File: config.mk
export PLATFORM = sky130hd
export DESIGN_NAME = three_voice_square_tone_pwm_mixer
export DESIGN_NICKNAME = d
export VERILOG_FILES = /design/src/design/tvspm_pkg.sv /design/src/design/three_voice_square_tone_pwm_mixer.sv /design/src/design/tvspm_voice.sv /design/src/design/tvspm_mix.sv
export SDC_FILE = /design/constraint.sdc
export NUM_CORES = 1
export LEC_CHECK = 0
export ABC_AREA = 0
export BUFFER_PORTS_ARGS = -buffer_cell sky130_fd_sc_hd__buf_4
export CORE_MARGIN = 4
export CORE_UTILIZATION = 30
export CTS_CLUSTER_DIAMETER = 60
export DETAILED_ROUTE_END_ITERATION = 10
export PLACE_DENSITY = 0.49
export REMOVE_ABC_BUFFERS = 1
export SLEW_MARGIN = 20
export SYNTH_ARGS = -nofsm -noshare
export SYNTH_HDL_FRONTEND = slang
export SYNTH_SLANG_ARGS = --single-unit
File: constraint.sdc
create_clock -name clk -period 4.1 [get_ports clk]
set_clock_uncertainty 0.15 [all_clocks]
set_input_delay 0.82 -clock clk [delete_from_list [all_inputs] [get_ports clk]]
set_output_delay 0.82 -clock clk [all_outputs]
set_load 0.02 [all_outputs]
File: src/design/tvspm_pkg.sv
// Shared constants, types and the half-period note table of the three-voice tone mixer.
package tvspm_pkg;

	localparam int VOICES       = 3;
	localparam int NOTE_COUNT   = 73;
	localparam int PWM_TOP      = 24;
	localparam int PWM_PRESCALE = 4;

	localparam int CMD_W     = 2;
	localparam int CHANNEL_W = 2;
	localparam int NOTE_W    = 7;
	localparam int COUNT_W   = 16;
	localparam int DUTY_W    = 5;
	localparam int LEVEL_W   = 3;
	localparam int VOLUME_W  = 2;
	localparam int PWM_W     = 5;
	localparam int PRE_W     = 2;

	localparam logic [CMD_W-1:0] CMD_TICK    = 2'd0;
	localparam logic [CMD_W-1:0] CMD_PLAY    = 2'd1;
	localparam logic [CMD_W-1:0] CMD_SILENCE = 2'd2;

	localparam logic [VOLUME_W-1:0] VOLUME_RESET = 2'd2;

	localparam logic [COUNT_W-1:0] HALF_PERIOD_ROM [NOTE_COUNT] = '{
		16'd38222, 16'd36076, 16'd34051, 16'd32140, 16'd30336, 16'd28634, 16'd27026,
		16'd25510, 16'd24078, 16'd22726, 16'd21451, 16'd20247,
		16'd19110, 16'd18038, 16'd17025, 16'd16070, 16'd15168, 16'd14316, 16'd13513,
		16'd12754, 16'd12038, 16'd11363, 16'd10725, 16'd10123,
		16'd9555, 16'd9018, 16'd8512, 16'd8034, 16'd7583, 16'd7158, 16'd6756,
		16'd6377, 16'd6019, 16'd5681, 16'd5362, 16'd5061,
		16'd4777, 16'd4509, 16'd4256, 16'd4017, 16'd3791, 16'd3578, 16'd3377,
		16'd3188, 16'd3009, 16'd2840, 16'd2680, 16'd2530,
		16'd2388, 16'd2254, 16'd2127, 16'd2008, 16'd1895, 16'd1789, 16'd1688,
		16'd1593, 16'd1504, 16'd1419, 16'd1340, 16'd1264,
		16'd1193, 16'd1126, 16'd1063, 16'd1003, 16'd947, 16'd894, 16'd844,
		16'd796, 16'd751, 16'd709, 16'd669, 16'd632, 16'd596
	};

	typedef struct packed {
		logic tick;
		logic play;
		logic stop;
	} voice_ctrl_t;

	typedef struct packed {
		logic tick;
		logic clear_levels;
		logic silence;
	} mix_ctrl_t;

	typedef struct packed {
		logic [DUTY_W-1:0]  duty;
		logic               high;
		logic [LEVEL_W-1:0] levels;
	} mix_result_t;

	// Clamp out-of-range notes to the last table entry.
	function automatic logic [COUNT_W-1:0] half_period(input logic [NOTE_W-1:0] note);
		logic [NOTE_W-1:0] idx;
		idx = note;
		if (note >= NOTE_W'(NOTE_COUNT)) begin
			idx = NOTE_W'(NOTE_COUNT - 1);
		end
		return HALF_PERIOD_ROM[idx];
	endfunction

endpackage

File: src/design/three_voice_square_tone_pwm_mixer.sv
// Top level: request register, voices, mixer and result register.
//
//  channel   direction  handshake             payload
//  request   in         in_valid / in_stall   command, channel, note_on, note
//  result    out        out_valid / out_stall duty, pwm_out, pwm_out_inverted, voice_levels
//  config    in         cfg_we                cfg_wdata (volume)
//
// A result is registered from each accepted request; one request per cycle while no
// stalled result holds. The path is one request register plus one result register around
// a single combinational update of the voice counters and the mixer. Reset clears the
// valid bits, voices and mixer and sets the volume to two; no clearing pass is needed.
// A stalled result holds; a full request register then holds too and in_stall rises.
module three_voice_square_tone_pwm_mixer import tvspm_pkg::*; (
	input  logic                 clk,
	input  logic                 arst_n,
	input  logic                 in_valid,
	output logic                 in_stall,
	input  logic [CMD_W-1:0]     command,
	input  logic [CHANNEL_W-1:0] channel,
	input  logic                 note_on,
	input  logic [NOTE_W-1:0]    note,
	output logic                 out_valid,
	input  logic                 out_stall,
	output logic [DUTY_W-1:0]    duty,
	output logic                 pwm_out,
	output logic                 pwm_out_inverted,
	output logic [LEVEL_W-1:0]   voice_levels,
	input  logic                 cfg_we,
	input  logic [VOLUME_W-1:0]  cfg_wdata
);

	logic                 valid_s1;
	logic [CMD_W-1:0]     command_s1;
	logic [CHANNEL_W-1:0] channel_s1;
	logic                 note_on_s1;
	logic [NOTE_W-1:0]    note_s1;
	logic [VOLUME_W-1:0]  volume_q;

	logic                 valid_s2;
	mix_result_t          result_s2;
	mix_result_t          result;

	logic                 advance;
	logic                 is_tick;
	logic                 play_hit;
	logic [COUNT_W-1:0]   compare;
	logic [VOICES-1:0]    toggle;
	mix_ctrl_t            mix_ctrl;

	assign advance  = valid_s1 && !(valid_s2 && out_stall);
	assign in_stall = valid_s1 && valid_s2 && out_stall;

	always_ff @(posedge clk or negedge arst_n) begin
		if (!arst_n) begin
			volume_q <= VOLUME_RESET;
		end else if (cfg_we) begin
			volume_q <= cfg_wdata;
		end
	end

	always_ff @(posedge clk or negedge arst_n) begin
		if (!arst_n) begin
			valid_s1 <= 1'b0;
		end else if (!in_stall) begin
			valid_s1 <= in_valid;
		end
	end

	always_ff @(posedge clk) begin
		if (in_valid && !in_stall) begin
			command_s1 <= command;
			channel_s1 <= channel;
			note_on_s1 <= note_on;
			note_s1    <= note;
		end
	end

	assign is_tick  = advance && (command_s1 == CMD_TICK);
	// drop play or stop requests aimed past the last voice
	assign play_hit = advance && (command_s1 == CMD_PLAY) &&
	                  ({1'b0, channel_s1} < (CHANNEL_W+1)'(VOICES));
	assign compare  = half_period(note_s1);

	for (genvar c = 0; c < VOICES; c++) begin : g_voice
		voice_ctrl_t vctrl;
		logic        hit;

		assign hit        = play_hit && (channel_s1 == CHANNEL_W'(c));
		assign vctrl.tick = is_tick;
		assign vctrl.play = hit && note_on_s1;
		assign vctrl.stop = (hit && !note_on_s1) ||
		                    (advance && (command_s1 == CMD_SILENCE));

		tvspm_voice u_voice (
			.clk     (clk),
			.arst_n  (arst_n),
			.ctrl    (vctrl),
			.compare (compare),
			.toggle  (toggle[c])
		);
	end

	assign mix_ctrl.tick         = is_tick;
	assign mix_ctrl.clear_levels = play_hit && !note_on_s1;
	assign mix_ctrl.silence      = advance && (command_s1 == CMD_SILENCE);

	tvspm_mix u_mix (
		.clk     (clk),
		.arst_n  (arst_n),
		.advance (advance),
		.ctrl    (mix_ctrl),
		.toggle  (toggle),
		.volume  (volume_q),
		.result  (result)
	);

	always_ff @(posedge clk or negedge arst_n) begin
		if (!arst_n) begin
			valid_s2 <= 1'b0;
		end else if (advance) begin
			valid_s2 <= 1'b1;
		end else if (!out_stall) begin
			valid_s2 <= 1'b0;
		end
	end

	always_ff @(posedge clk) begin
		if (advance) begin
			result_s2 <= result;
		end
	end

	assign out_valid        = valid_s2;
	assign duty             = result_s2.duty;
	assign pwm_out          = result_s2.high;
	assign pwm_out_inverted = !result_s2.high;
	assign voice_levels     = result_s2.levels;

endmodule

File: src/design/tvspm_voice.sv
// One square-wave voice: tick counter, compare value and enable.
module tvspm_voice import tvspm_pkg::*; (
	input  logic               clk,
	input  logic               arst_n,
	input  voice_ctrl_t        ctrl,
	input  logic [COUNT_W-1:0] compare,
	output logic               toggle
);

	logic [COUNT_W-1:0] count_q;
	logic [COUNT_W-1:0] compare_q;
	logic               enable_q;

	assign toggle = ctrl.tick && enable_q && (count_q == compare_q);

	always_ff @(posedge clk or negedge arst_n) begin
		if (!arst_n) begin
			count_q   <= '0;
			compare_q <= '0;
			enable_q  <= 1'b0;
		end else begin
			if (ctrl.tick && enable_q) begin
				count_q <= toggle ? '0 : count_q + 1'b1;
			end
			// keep the count on a new note, it runs on to the new compare value
			if (ctrl.play) begin
				compare_q <= compare;
				enable_q  <= 1'b1;
			end else if (ctrl.stop) begin
				enable_q <= 1'b0;
			end
		end
	end

endmodule

File: src/design/tvspm_mix.sv
// Level bits, duty computation and the prescaled PWM counter.
module tvspm_mix import tvspm_pkg::*; (
	input  logic                clk,
	input  logic                arst_n,
	input  logic                advance,
	input  mix_ctrl_t           ctrl,
	input  logic [VOICES-1:0]   toggle,
	input  logic [VOLUME_W-1:0] volume,
	output mix_result_t         result
);

	logic [LEVEL_W-1:0] levels_q, levels_d;
	logic [DUTY_W-1:0]  duty_q, duty_d;
	logic [PWM_W-1:0]   pwm_q, pwm_d;
	logic [PRE_W-1:0]   pre_q, pre_d;
	logic [1:0]         ones;

	always_comb begin
		levels_d = levels_q;
		if (ctrl.silence || ctrl.clear_levels) begin
			levels_d = '0;
		end else if (ctrl.tick) begin
			levels_d = levels_q ^ LEVEL_W'(toggle);
		end
	end

	assign ones = {1'b0, levels_d[0]} + {1'b0, levels_d[1]} + {1'b0, levels_d[2]};

	always_comb begin
		duty_d = duty_q;
		if (ctrl.silence) begin
			duty_d = '0;
		end else if (ctrl.tick && (|toggle)) begin
			duty_d = DUTY_W'({3'b000, ones} << volume);
		end
	end

	always_comb begin
		pre_d = pre_q;
		pwm_d = pwm_q;
		if (ctrl.tick) begin
			if (pre_q >= PRE_W'(PWM_PRESCALE - 1)) begin
				pre_d = '0;
				pwm_d = (pwm_q >= PWM_W'(PWM_TOP)) ? '0 : pwm_q + 1'b1;
			end else begin
				pre_d = pre_q + 1'b1;
			end
		end
	end

	assign result.duty   = duty_d;
	assign result.high   = pwm_d < duty_d;
	assign result.levels = levels_d;

	always_ff @(posedge clk or negedge arst_n) begin
		if (!arst_n) begin
			levels_q <= '0;
			duty_q   <= '0;
			pwm_q    <= '0;
			pre_q    <= '0;
		end else if (advance) begin
			levels_q <= levels_d;
			duty_q   <= duty_d;
			pwm_q    <= pwm_d;
			pre_q    <= pre_d;
		end
	end

endmodule

== After elaboration in Yosys (flattened, before gate mapping) ==
Memories as Yosys holds them, arrays and structs flattened.
Index checks and enable logic that the tools add are counted.

* Register bits: 139
* Bits in latches: 0
* RAM bits: 0
* Bits in read-only memories: 2048
* Output and inout bits: 12
* Memories kept: 1

* $add $sub $neg: 7
* Multipliers: 0
* Div/mod/pow operators: 0
* $lt $le $gt $ge: 6
* Eq/ne operators: 8
* Shift-type cells: 1
* Muxes and demuxes: 22
* Bitwise logic cells: 2
* Reductions and logical operators: 41

{| class="wikitable"
|+ Memories
! name !! depth !! width !! read ports !! clocked after memory_dff !! write ports !! line !! text
|-
| (no name shown) || 128 || 16 || 1 || 0 || 0 || tvspm_pkg.sv:65 || <nowiki>return HALF_PERIOD_ROM[idx];</nowiki>
|}

{| class="wikitable"
|+ Operator list
! kind !! count
|-
| 16-bit 2-to-1 mux || 5
|-
| 16-bit by 1-bit adder with 16-bit output (second input constant) || 3
|-
| 16-bit equality test || 3
|-
| 1-bit logical AND || 26
|-
| 5-bit 2-to-1 mux || 5
|-
| 8-bit greater-or-equal comparator (second input constant) || 1
|-
| 1-bit 2-to-1 mux || 8
|-
| 7-bit inverter with 8-bit output || 1
|-
| 7-bit greater-or-equal comparator (second input constant) || 1
|-
| 7-bit 2-to-1 mux || 1
|-
| 3-bit 2-to-1 mux || 2
|-
| 2-bit nonzero test || 3
|-
| 5-bit by 1-bit adder with 5-bit output (second input constant) || 1
|-
| 5-bit greater-or-equal comparator (second input constant) || 1
|-
| 5-bit < comparator || 1
|-
| 2-bit by 2-bit << shifter with 5-bit output || 1
|-
| 2-bit by 1-bit equality test with 1-bit output (second input constant) || 2
|-
| 2-bit equality test (second input constant) || 2
|-
| 1-bit logical NOT || 4
|-
| 2-bit logical NOT || 2
|-
| 1-bit logical OR || 4
|-
| 3-bit OR reduction || 1
|-
| 3-bit bitwise XOR || 1
|-
| 1-bit by 1-bit adder with 2-bit output || 1
|-
| 7 further kinds || 7
|}

== Depth between registers and ports, before layout ==
Gate-level depths: netlist of run 1.

* Depth after elaboration: 15
* Gate-level depth with buffers: 18
* Gate-level depth less buffers: 17

== By module ==
Synthesis of run 1 repeated with hierarchy kept, for this count alone.

* Cell total of the unflattened synthesis: 899
* Area, all modules: 8809.7 µm²

{| class="wikitable"
|+ By module, submodules not included
! module !! times used !! cells an instance !! area each (µm²) !! seq. area each (µm²)
|-
| tvspm_voice || 3 || 143 || 1636.6 || 825.8
|-
| three_voice_square_tone_pwm_mixer || 1 || 357 || 2824.0 || 732.0
|-
| tvspm_mix || 1 || 113 || 1076.0 || 375.4
|}

== Worst setup path after synthesis of run 1 ==
Ideal clock, no wire load.

* Path kind: input-to-reg
* Start: input out_stall
* End: register result_s2 (netlist bit pwm_out), data pin
* Setup time: 0.130 ns
* Data arrival time: 4.190 ns
* Required time: 3.820 ns
* Path slack: -0.370 ns
* Cell stages on the path: 18
* Cells stage by stage: a21boi_4 and2_1 buf_4 nand2_2 nor3_4 xnor2_1 nor2_1 inv_1 fa_1 nor2_1 a22o_1 mux2i_1 or2_1 ha_1 a21o_1 a21o_1 a211oi_1 o21a_1

{| class="wikitable"
|+ RTL lines
! item !! line !! text
|-
| start: declaration || three_voice_square_tone_pwm_mixer.sv:23 || <nowiki>input logic out_stall,</nowiki>
|-
| end signal: assignment || three_voice_square_tone_pwm_mixer.sv:129 || <nowiki>result_s2 <= result;</nowiki>
|-
| end: declaration || three_voice_square_tone_pwm_mixer.sv:40 || <nowiki>mix_result_t result_s2;</nowiki>
|}

==> results of run 1 <==
==> stage by stage <==
stage	utilization	instances
detailed placement	0.342	1297
finish	0.369	1338
global route	0.369	1338
floorplan	-	828
CTS	0.363	1329
global placement	0.342	1297
==> sequential cells by signal, indices dropped and copies added (netlist names), 3 cells and up <==
signal                     cells
duty                           5
g_voice.u_voice.compare_q     48
g_voice.u_voice.count_q       48
g_voice.u_voice.enable_q       3
note_s1                        7
u_mix.duty_q                   5
u_mix.levels_q                 3
u_mix.pwm_q                    5
voice_levels                   3
==> worst reg2reg max path, stage by stage, from the launching register on <==
cell     delay (ns)
dfrtp_1        0.43
xor2_1         0.18
nor4_1         0.27
nand2_1        0.21
nor3_4         0.28
xnor2_2        0.11
nor2_2         0.13
inv_1          0.06
fa_1           0.48
mux2i_2        0.21
buf_4          0.14
nand2_2        0.04
mux2i_1        0.17
nand2_1        0.14
ha_4           0.29
nand4_1        0.13
buf_4          0.17
o21a_1         0.17
==> cell families (layout without fill, tap and decap cells) <==
kind of cell | after synthesis | count (layout) | share of synthesized area
buffers and inverters | 80 | 162 | 0.0406
AOI/OAI and AO/OA | 189 | 189 | 0.152
and+or+nand+nor | 317 | 317 | 0.183
xor gates and xnor gates | 94 | 94 | 0.0991
muxes | 43 | 43 | 0.0593
adders and majority gates | 22 | 22 | 0.0340
DFF | 139 | 139 | 0.431
==> layer usage <==
layer	global-route usage	part of all wire	up-vias	routed length, um
met1	0.215	0.47	3250	10800
met5	0	0	-	0
met2	0.227	0.46	208	10400
li1	-	-	3265	-
met3	0.0248	0.044	52	1000
met4	0.0528	0.027	0	605
==> placed cells by master (no fill, tap or decap), types with 6 or more instances in the layout <==
cell type and count:
dfrtp_1 113, buf_4 105, nand2_1 92, nor2_1 92, xor2_1 75, o21ai_0 49, a21oi_1 38, mux2_2 29
nand3_1 26, inv_1 23, edfxtp_1 21, and3_1 20, ha_1 19, clkbuf_16 18, xnor2_1 17, a31oi_1 14
nand4_1 12, nor3_1 12, o31ai_1 11, mux2i_1 10, a21o_1 9, a211oi_1 7, o211ai_1 7, o221ai_1 7
nor4_1 7, nand2_2 6
==> timing repair <==
item / CTS / global route
setup endpoints to repair: 0 / 1
hold buffers: 0 / 0
gates resized for setup: 0 / 22
buffers inserted: 0 / 9
==> area by class of cell <==
cell class	instances	area share
Sequential cell	139	0.358
Clock buffer	22	0.0485
Inverter	24	0.00900
Clock inverter	10	0.00900
Tap cell	372	0.0465
Multi-Input combinational cell	665	0.448
Timing Repair Buffer	106	0.0807
==> worst max path at each step <==
stage	to	cells after the start	startpoint	slack, ns
after global routing	pwm_out	18	g_voice[1].u_voice.count_q[7]	-0.19
after detailed placement	pwm_out	18	out_stall	-0.28
after global placement	pwm_out	18	out_stall	-0.21
after floorplan	pwm_out	17	out_stall	-0.60
final	pwm_out	17	g_voice[1].u_voice.count_q[7]	0.08
after CTS	pwm_out	17	g_voice[2].u_voice.count_q[9]	0.09
==> power by group <==
part / switching [W] / total [W] / leakage (nW) / internal [W]
combinational: 0.000522 / 0.000937 / 2.61 / 0.000415
clock: 0.000596 / 0.00150 / 0.274 / 0.000900
sequential: 0.000144 / 0.00171 / 1.79 / 0.00157
total: 0.00126 / 0.00414 / 4.67 / 0.00288
==> impl_metrics.tcl, run 1 <==
set metrics [dict create \
    outcome "completed" \
    worstSetupStartpointType "register" \
    finalSetupViolCount 0 \
    cpPeakStageDelay_ns 0.48 \
    cp_slowest_cell "fa_1" \
    syn_inst 884 \
    drc 0 \
    gp_congestion 0.877 \
    core_mm2 0.0271 \
    worstPathMaxFanout 4 \
    ys_seq_area_frac 0.431 \
    tns_ns 0 \
    hpwl_um 16000 \
    numCtsBuffers 17 \
    antenna_found_initial 0 \
    antenna-diode-count 0 \
    holdWs_ns 0.255 \
    r2r_slack_ns 0.08 \
    synthArstFlopShare 0.849 \
    max-slew-margin-rel 0.521 \
    drt_first_pass_iters 6 \
    ios 31 \
    end_kind "register" \
    worstSetupPathType "register to register" \
    syn_area_mm2 0.00831 \
    root_buffer "clkbuf_16" \
    ff_latch_area_mm2 0.00359 \
    path_cells "xor2_1 > nor4_1 > nand2_1 > nor3_4 > xnor2_2 > nor2_2 > inv_1 > fa_1 > mux2i_2 > buf_4 > nand2_2 > mux2i_1 > nand2_1 > ha_4 > nand4_1 > buf_4 > o21a_1" \
    cp_top_family "simple AND/OR/NAND/NOR gates" \
    synthTopCellsByArea "dfrtp_1, xor2_1, edfxtp_1, nand2_1, nor2_1" \
    preCtsSetupSlack_ns -0.285 \
    die_w_um 174 \
    cts_sinks 139 \
    setup_ws_ns 0.0802 \
    viasPerCell 5.06 \
    drv_slew 0 \
    tritoncts "built" \
    r2r_cells 17 \
    detail-route-antenna-nets 0 \
    synthTopCellsByCount "dfrtp_1, nand2_1, nor2_1" \
    h-tree-depth 4 \
    die_h_um 174 \
    yosysMostFrequentCell "dfrtp_1" \
    synth_seq_cells 139 \
    post_drt_wl_per_cell_um 17.0 \
    synthDistinctLibCells 76 \
    die-area_mm2 0.0304 \
    clock_path_buffers 2 \
    hp-class "input pin to async pin" \
    period_share 0.980 \
    hold_violations 0 \
    required_ns 4.13 \
    powerDensity_mw_per_mm2 414 \
    clk_latency_ns 0.42 \
    r2r-start "g_voice[1].u_voice.count_q[7]" \
    port_buffers 30 \
    grt_max_degree 51 \
    vias 6775 \
    synth-edff-count 21 \
    post-route-min-period_ns 4.02 \
    area_delta_synth_final_pct 20.5 \
    r2r-end "pwm_out" \
    groute.usage.overall 0.149 \
    start_util 0.307 \
    path_clk_slew_ns 0.06 \
    drt_iter0_drc 584 \
    place_area_mm2 0.00927 \
    nFillCells 2743 \
    rsz0062_at_grt "yes" \
    drive_gt1_frac 0.216 \
    grt_overflow 0 \
    synth_top_area_frac 0.352 \
    worst_pin_slew_ns 0.716 \
    routed_wl_um 22700 \
    grt_pass1_wl_um 36200 \
    yosysTopAreaCell "dfrtp_1" \
    synth_ff_type "dfrtp_1" \
    rows 60 \
    cp.arrival_ns 4.05 \
    ir_drop_v 0.000317 \
    drv_cap 0 \
    fmax_mhz 249 \
    totalPowerFinal_w 0.00414 \
    avgSynthCellArea_um2 9.40 \
    final_area_mm2 0.0100 \
    fin_nets 994 \
    ys_warn_count 0 \
    multi_input_area_mm2 0.00448 \
    total_leakage_power_nw 4.67 \
    grt_pass1_vias 6373 \
    path_buf_inv 3 \
]
(Power assumes the default switching activity.)
==> run 2, diff against run 1 <==
BUFFER_PORTS_ARGS = not set   (was -buffer_cell sky130_fd_sc_hd__buf_4)
DONT_BUFFER_PORTS = 1   (was not set)
PLACE_DENSITY = 0.48   (was 0.49)
==> run 2 against run 1 <==
Register-to-register slack improved by 0.04 ns. Power grew 3.1%. Worst hold slack worse by 0.16 ns. Critical path type unchanged. Die area unchanged.
==> impl_metrics.tcl, run 2 (synthesis results as in run 1) <==
set metrics [dict create \
    outcome "completed" \
    start_util 0.307 \
    area_delta_synth_final_pct 16.8 \
    antenna-diode-count 0 \
    cts_sinks 139 \
    clk_latency_ns 0.43 \
    core_mm2 0.0271 \
    post_drt_wl_per_cell_um 17.3 \
    required_ns 4.24 \
    drv_cap 0 \
    routed_wl_um 22400 \
    worstPathMaxFanout 3 \
    drive_gt1_frac 0.166 \
    drt_first_pass_iters 5 \
    hold_violations 0 \
    vias 6577 \
    die-area_mm2 0.0304 \
    total_leakage_power_nw 4.50 \
    dp.cells 1254 \
    fmax_mhz 251 \
    hpwl_um 15600 \
    groute.usage.overall 0.148 \
    ir_drop_v 0.000237 \
    detail-route-antenna-nets 0 \
    viasPerCell 5.09 \
    drc 0 \
    powerDensity_mw_per_mm2 440 \
    numCtsBuffers 17 \
    largestRegisters "g_voice.u_voice.compare_q x48, g_voice.u_voice.count_q x48, note_s1 x7" \
    final_cells 1293 \
    rows 60 \
    h-tree-depth 4 \
    period_share 0.970 \
    clock_path_buffers 2 \
    root_buffer "clkbuf_16" \
    setup_ws_ns 0.121 \
    cpPeakStageDelay_ns 0.58 \
    grt_pass1_vias 6287 \
    tns_ns 0 \
    path_clk_slew_ns 0.06 \
    final_common_cell "dfrtp_1" \
    rsz0062_at_grt "yes" \
    hp-class "input pin to async pin" \
    grt_max_degree 118 \
    end_kind "register" \
    preCtsSetupSlack_ns -0.150 \
    drt_iter0_drc 634 \
    multi_input_area_mm2 0.00442 \
    path_cells "xor2_1 > nor4_1 > nand2_1 > nor3_4 > xnor2_2 > nor2_1 > inv_1 > fa_1 > nor2_1 > a22o_1 > mux2i_1 > or2_1 > ha_1 > a21o_1 > a21o_1 > a211oi_2 > o21a_1" \
    fin_nets 949 \
    die_h_um 174 \
    cp_slowest_cell "fa_1" \
    worstSetupStartpointType "register" \
    finalSetupViolCount 0 \
    gp_congestion 0.851 \
    utilization 0.358 \
    drv_slew 0 \
    post-route-min-period_ns 3.98 \
    die_w_um 174 \
    ios 31 \
    holdWs_ns 0.0907 \
    antenna_found_initial 0 \
    nFillCells 2760 \
    tritoncts "built" \
    worst_pin_slew_ns 0.810 \
    grt_overflow 0 \
    grt_pass1_wl_um 36100 \
    worstSetupPathType "register to register" \
    port_buffers 0 \
    ff_latch_area_mm2 0.00359 \
    layout_common_cells "dfrtp_1, nand2_1, nor2_1, xor2_1, buf_4" \
    max-slew-margin-rel 0.460 \
    cp.arrival_ns 4.12 \
]
## run 2: timing repair
item	4_1_cts	5_1_grt
hold buffers	1	0
hold endpoints to repair	117	0
gates resized for setup	0	9
setup buffers	0	6
endpoints found under the setup margin	0	1
## run 2: per-layer routing
metal	wire length (um)	up-vias	global-route usage
li1	-	3181	-
met1	11000	3211	0.215
met2	10200	163	0.227
met3	738	22	0.0233
met4	336	0	0.0432
met5	0	-	0
## run 2: power breakdown
part / leakage, nW / switching, W / total [W] / internal, W
Combinational: 2.38 / 0.000479 / 0.000837 / 0.000358
Clock: 0.328 / 0.000592 / 0.00171 / 0.00112
Sequential: 1.79 / 0.000156 / 0.00172 / 0.00157
## run 2: through the flow
step                      area, um2  total power (W)
after global placement         8930          0.00253
after CTS                      9630          0.00431
final                          9710          0.00427
after floorplan                8060          0.00228
after global routing           9710          0.00450
after detailed placement       8930          0.00254
## run 2: worst paths after layout
kind | start | endpoint | slack (ns) | depth (start not counted)
max | g_voice[0].u_voice.count_q[4] | pwm_out | 0.12 | 17
min | arst_n | volume_q[1] | 0.09 | 0
max reg2reg | g_voice[0].u_voice.count_q[4] | pwm_out | 0.12 | 17
min reg2reg | valid_s1 | out_valid | 0.33 | 1
max in group asynchronous | arst_n | g_voice[0].u_voice.count_q[4] | 3.10 | 1
min in group clk | valid_s1 | out_valid | 0.33 | 1
## run 2: layout make-up
class,count,area share
Sequential cell,139,0.369
Clock inverter,9,0.0161
Clock buffer,23,0.0524
Timing Repair Buffer,61,0.0492
Inverter,24,0.00928
Tap cell,372,0.0479
Multi-Input combinational cell,665,0.456
## run 2: worst max-delay path: cells and delay by family, from the launching register on
kind	cells	cell delay [ns]
xor+xnor	2	0.24
fa+ha+maj	2	0.82
buf+inv	1	0.08
simple gates	6	1.07
mux	1	0.15
compound gates	5	0.92
flops	1	0.43
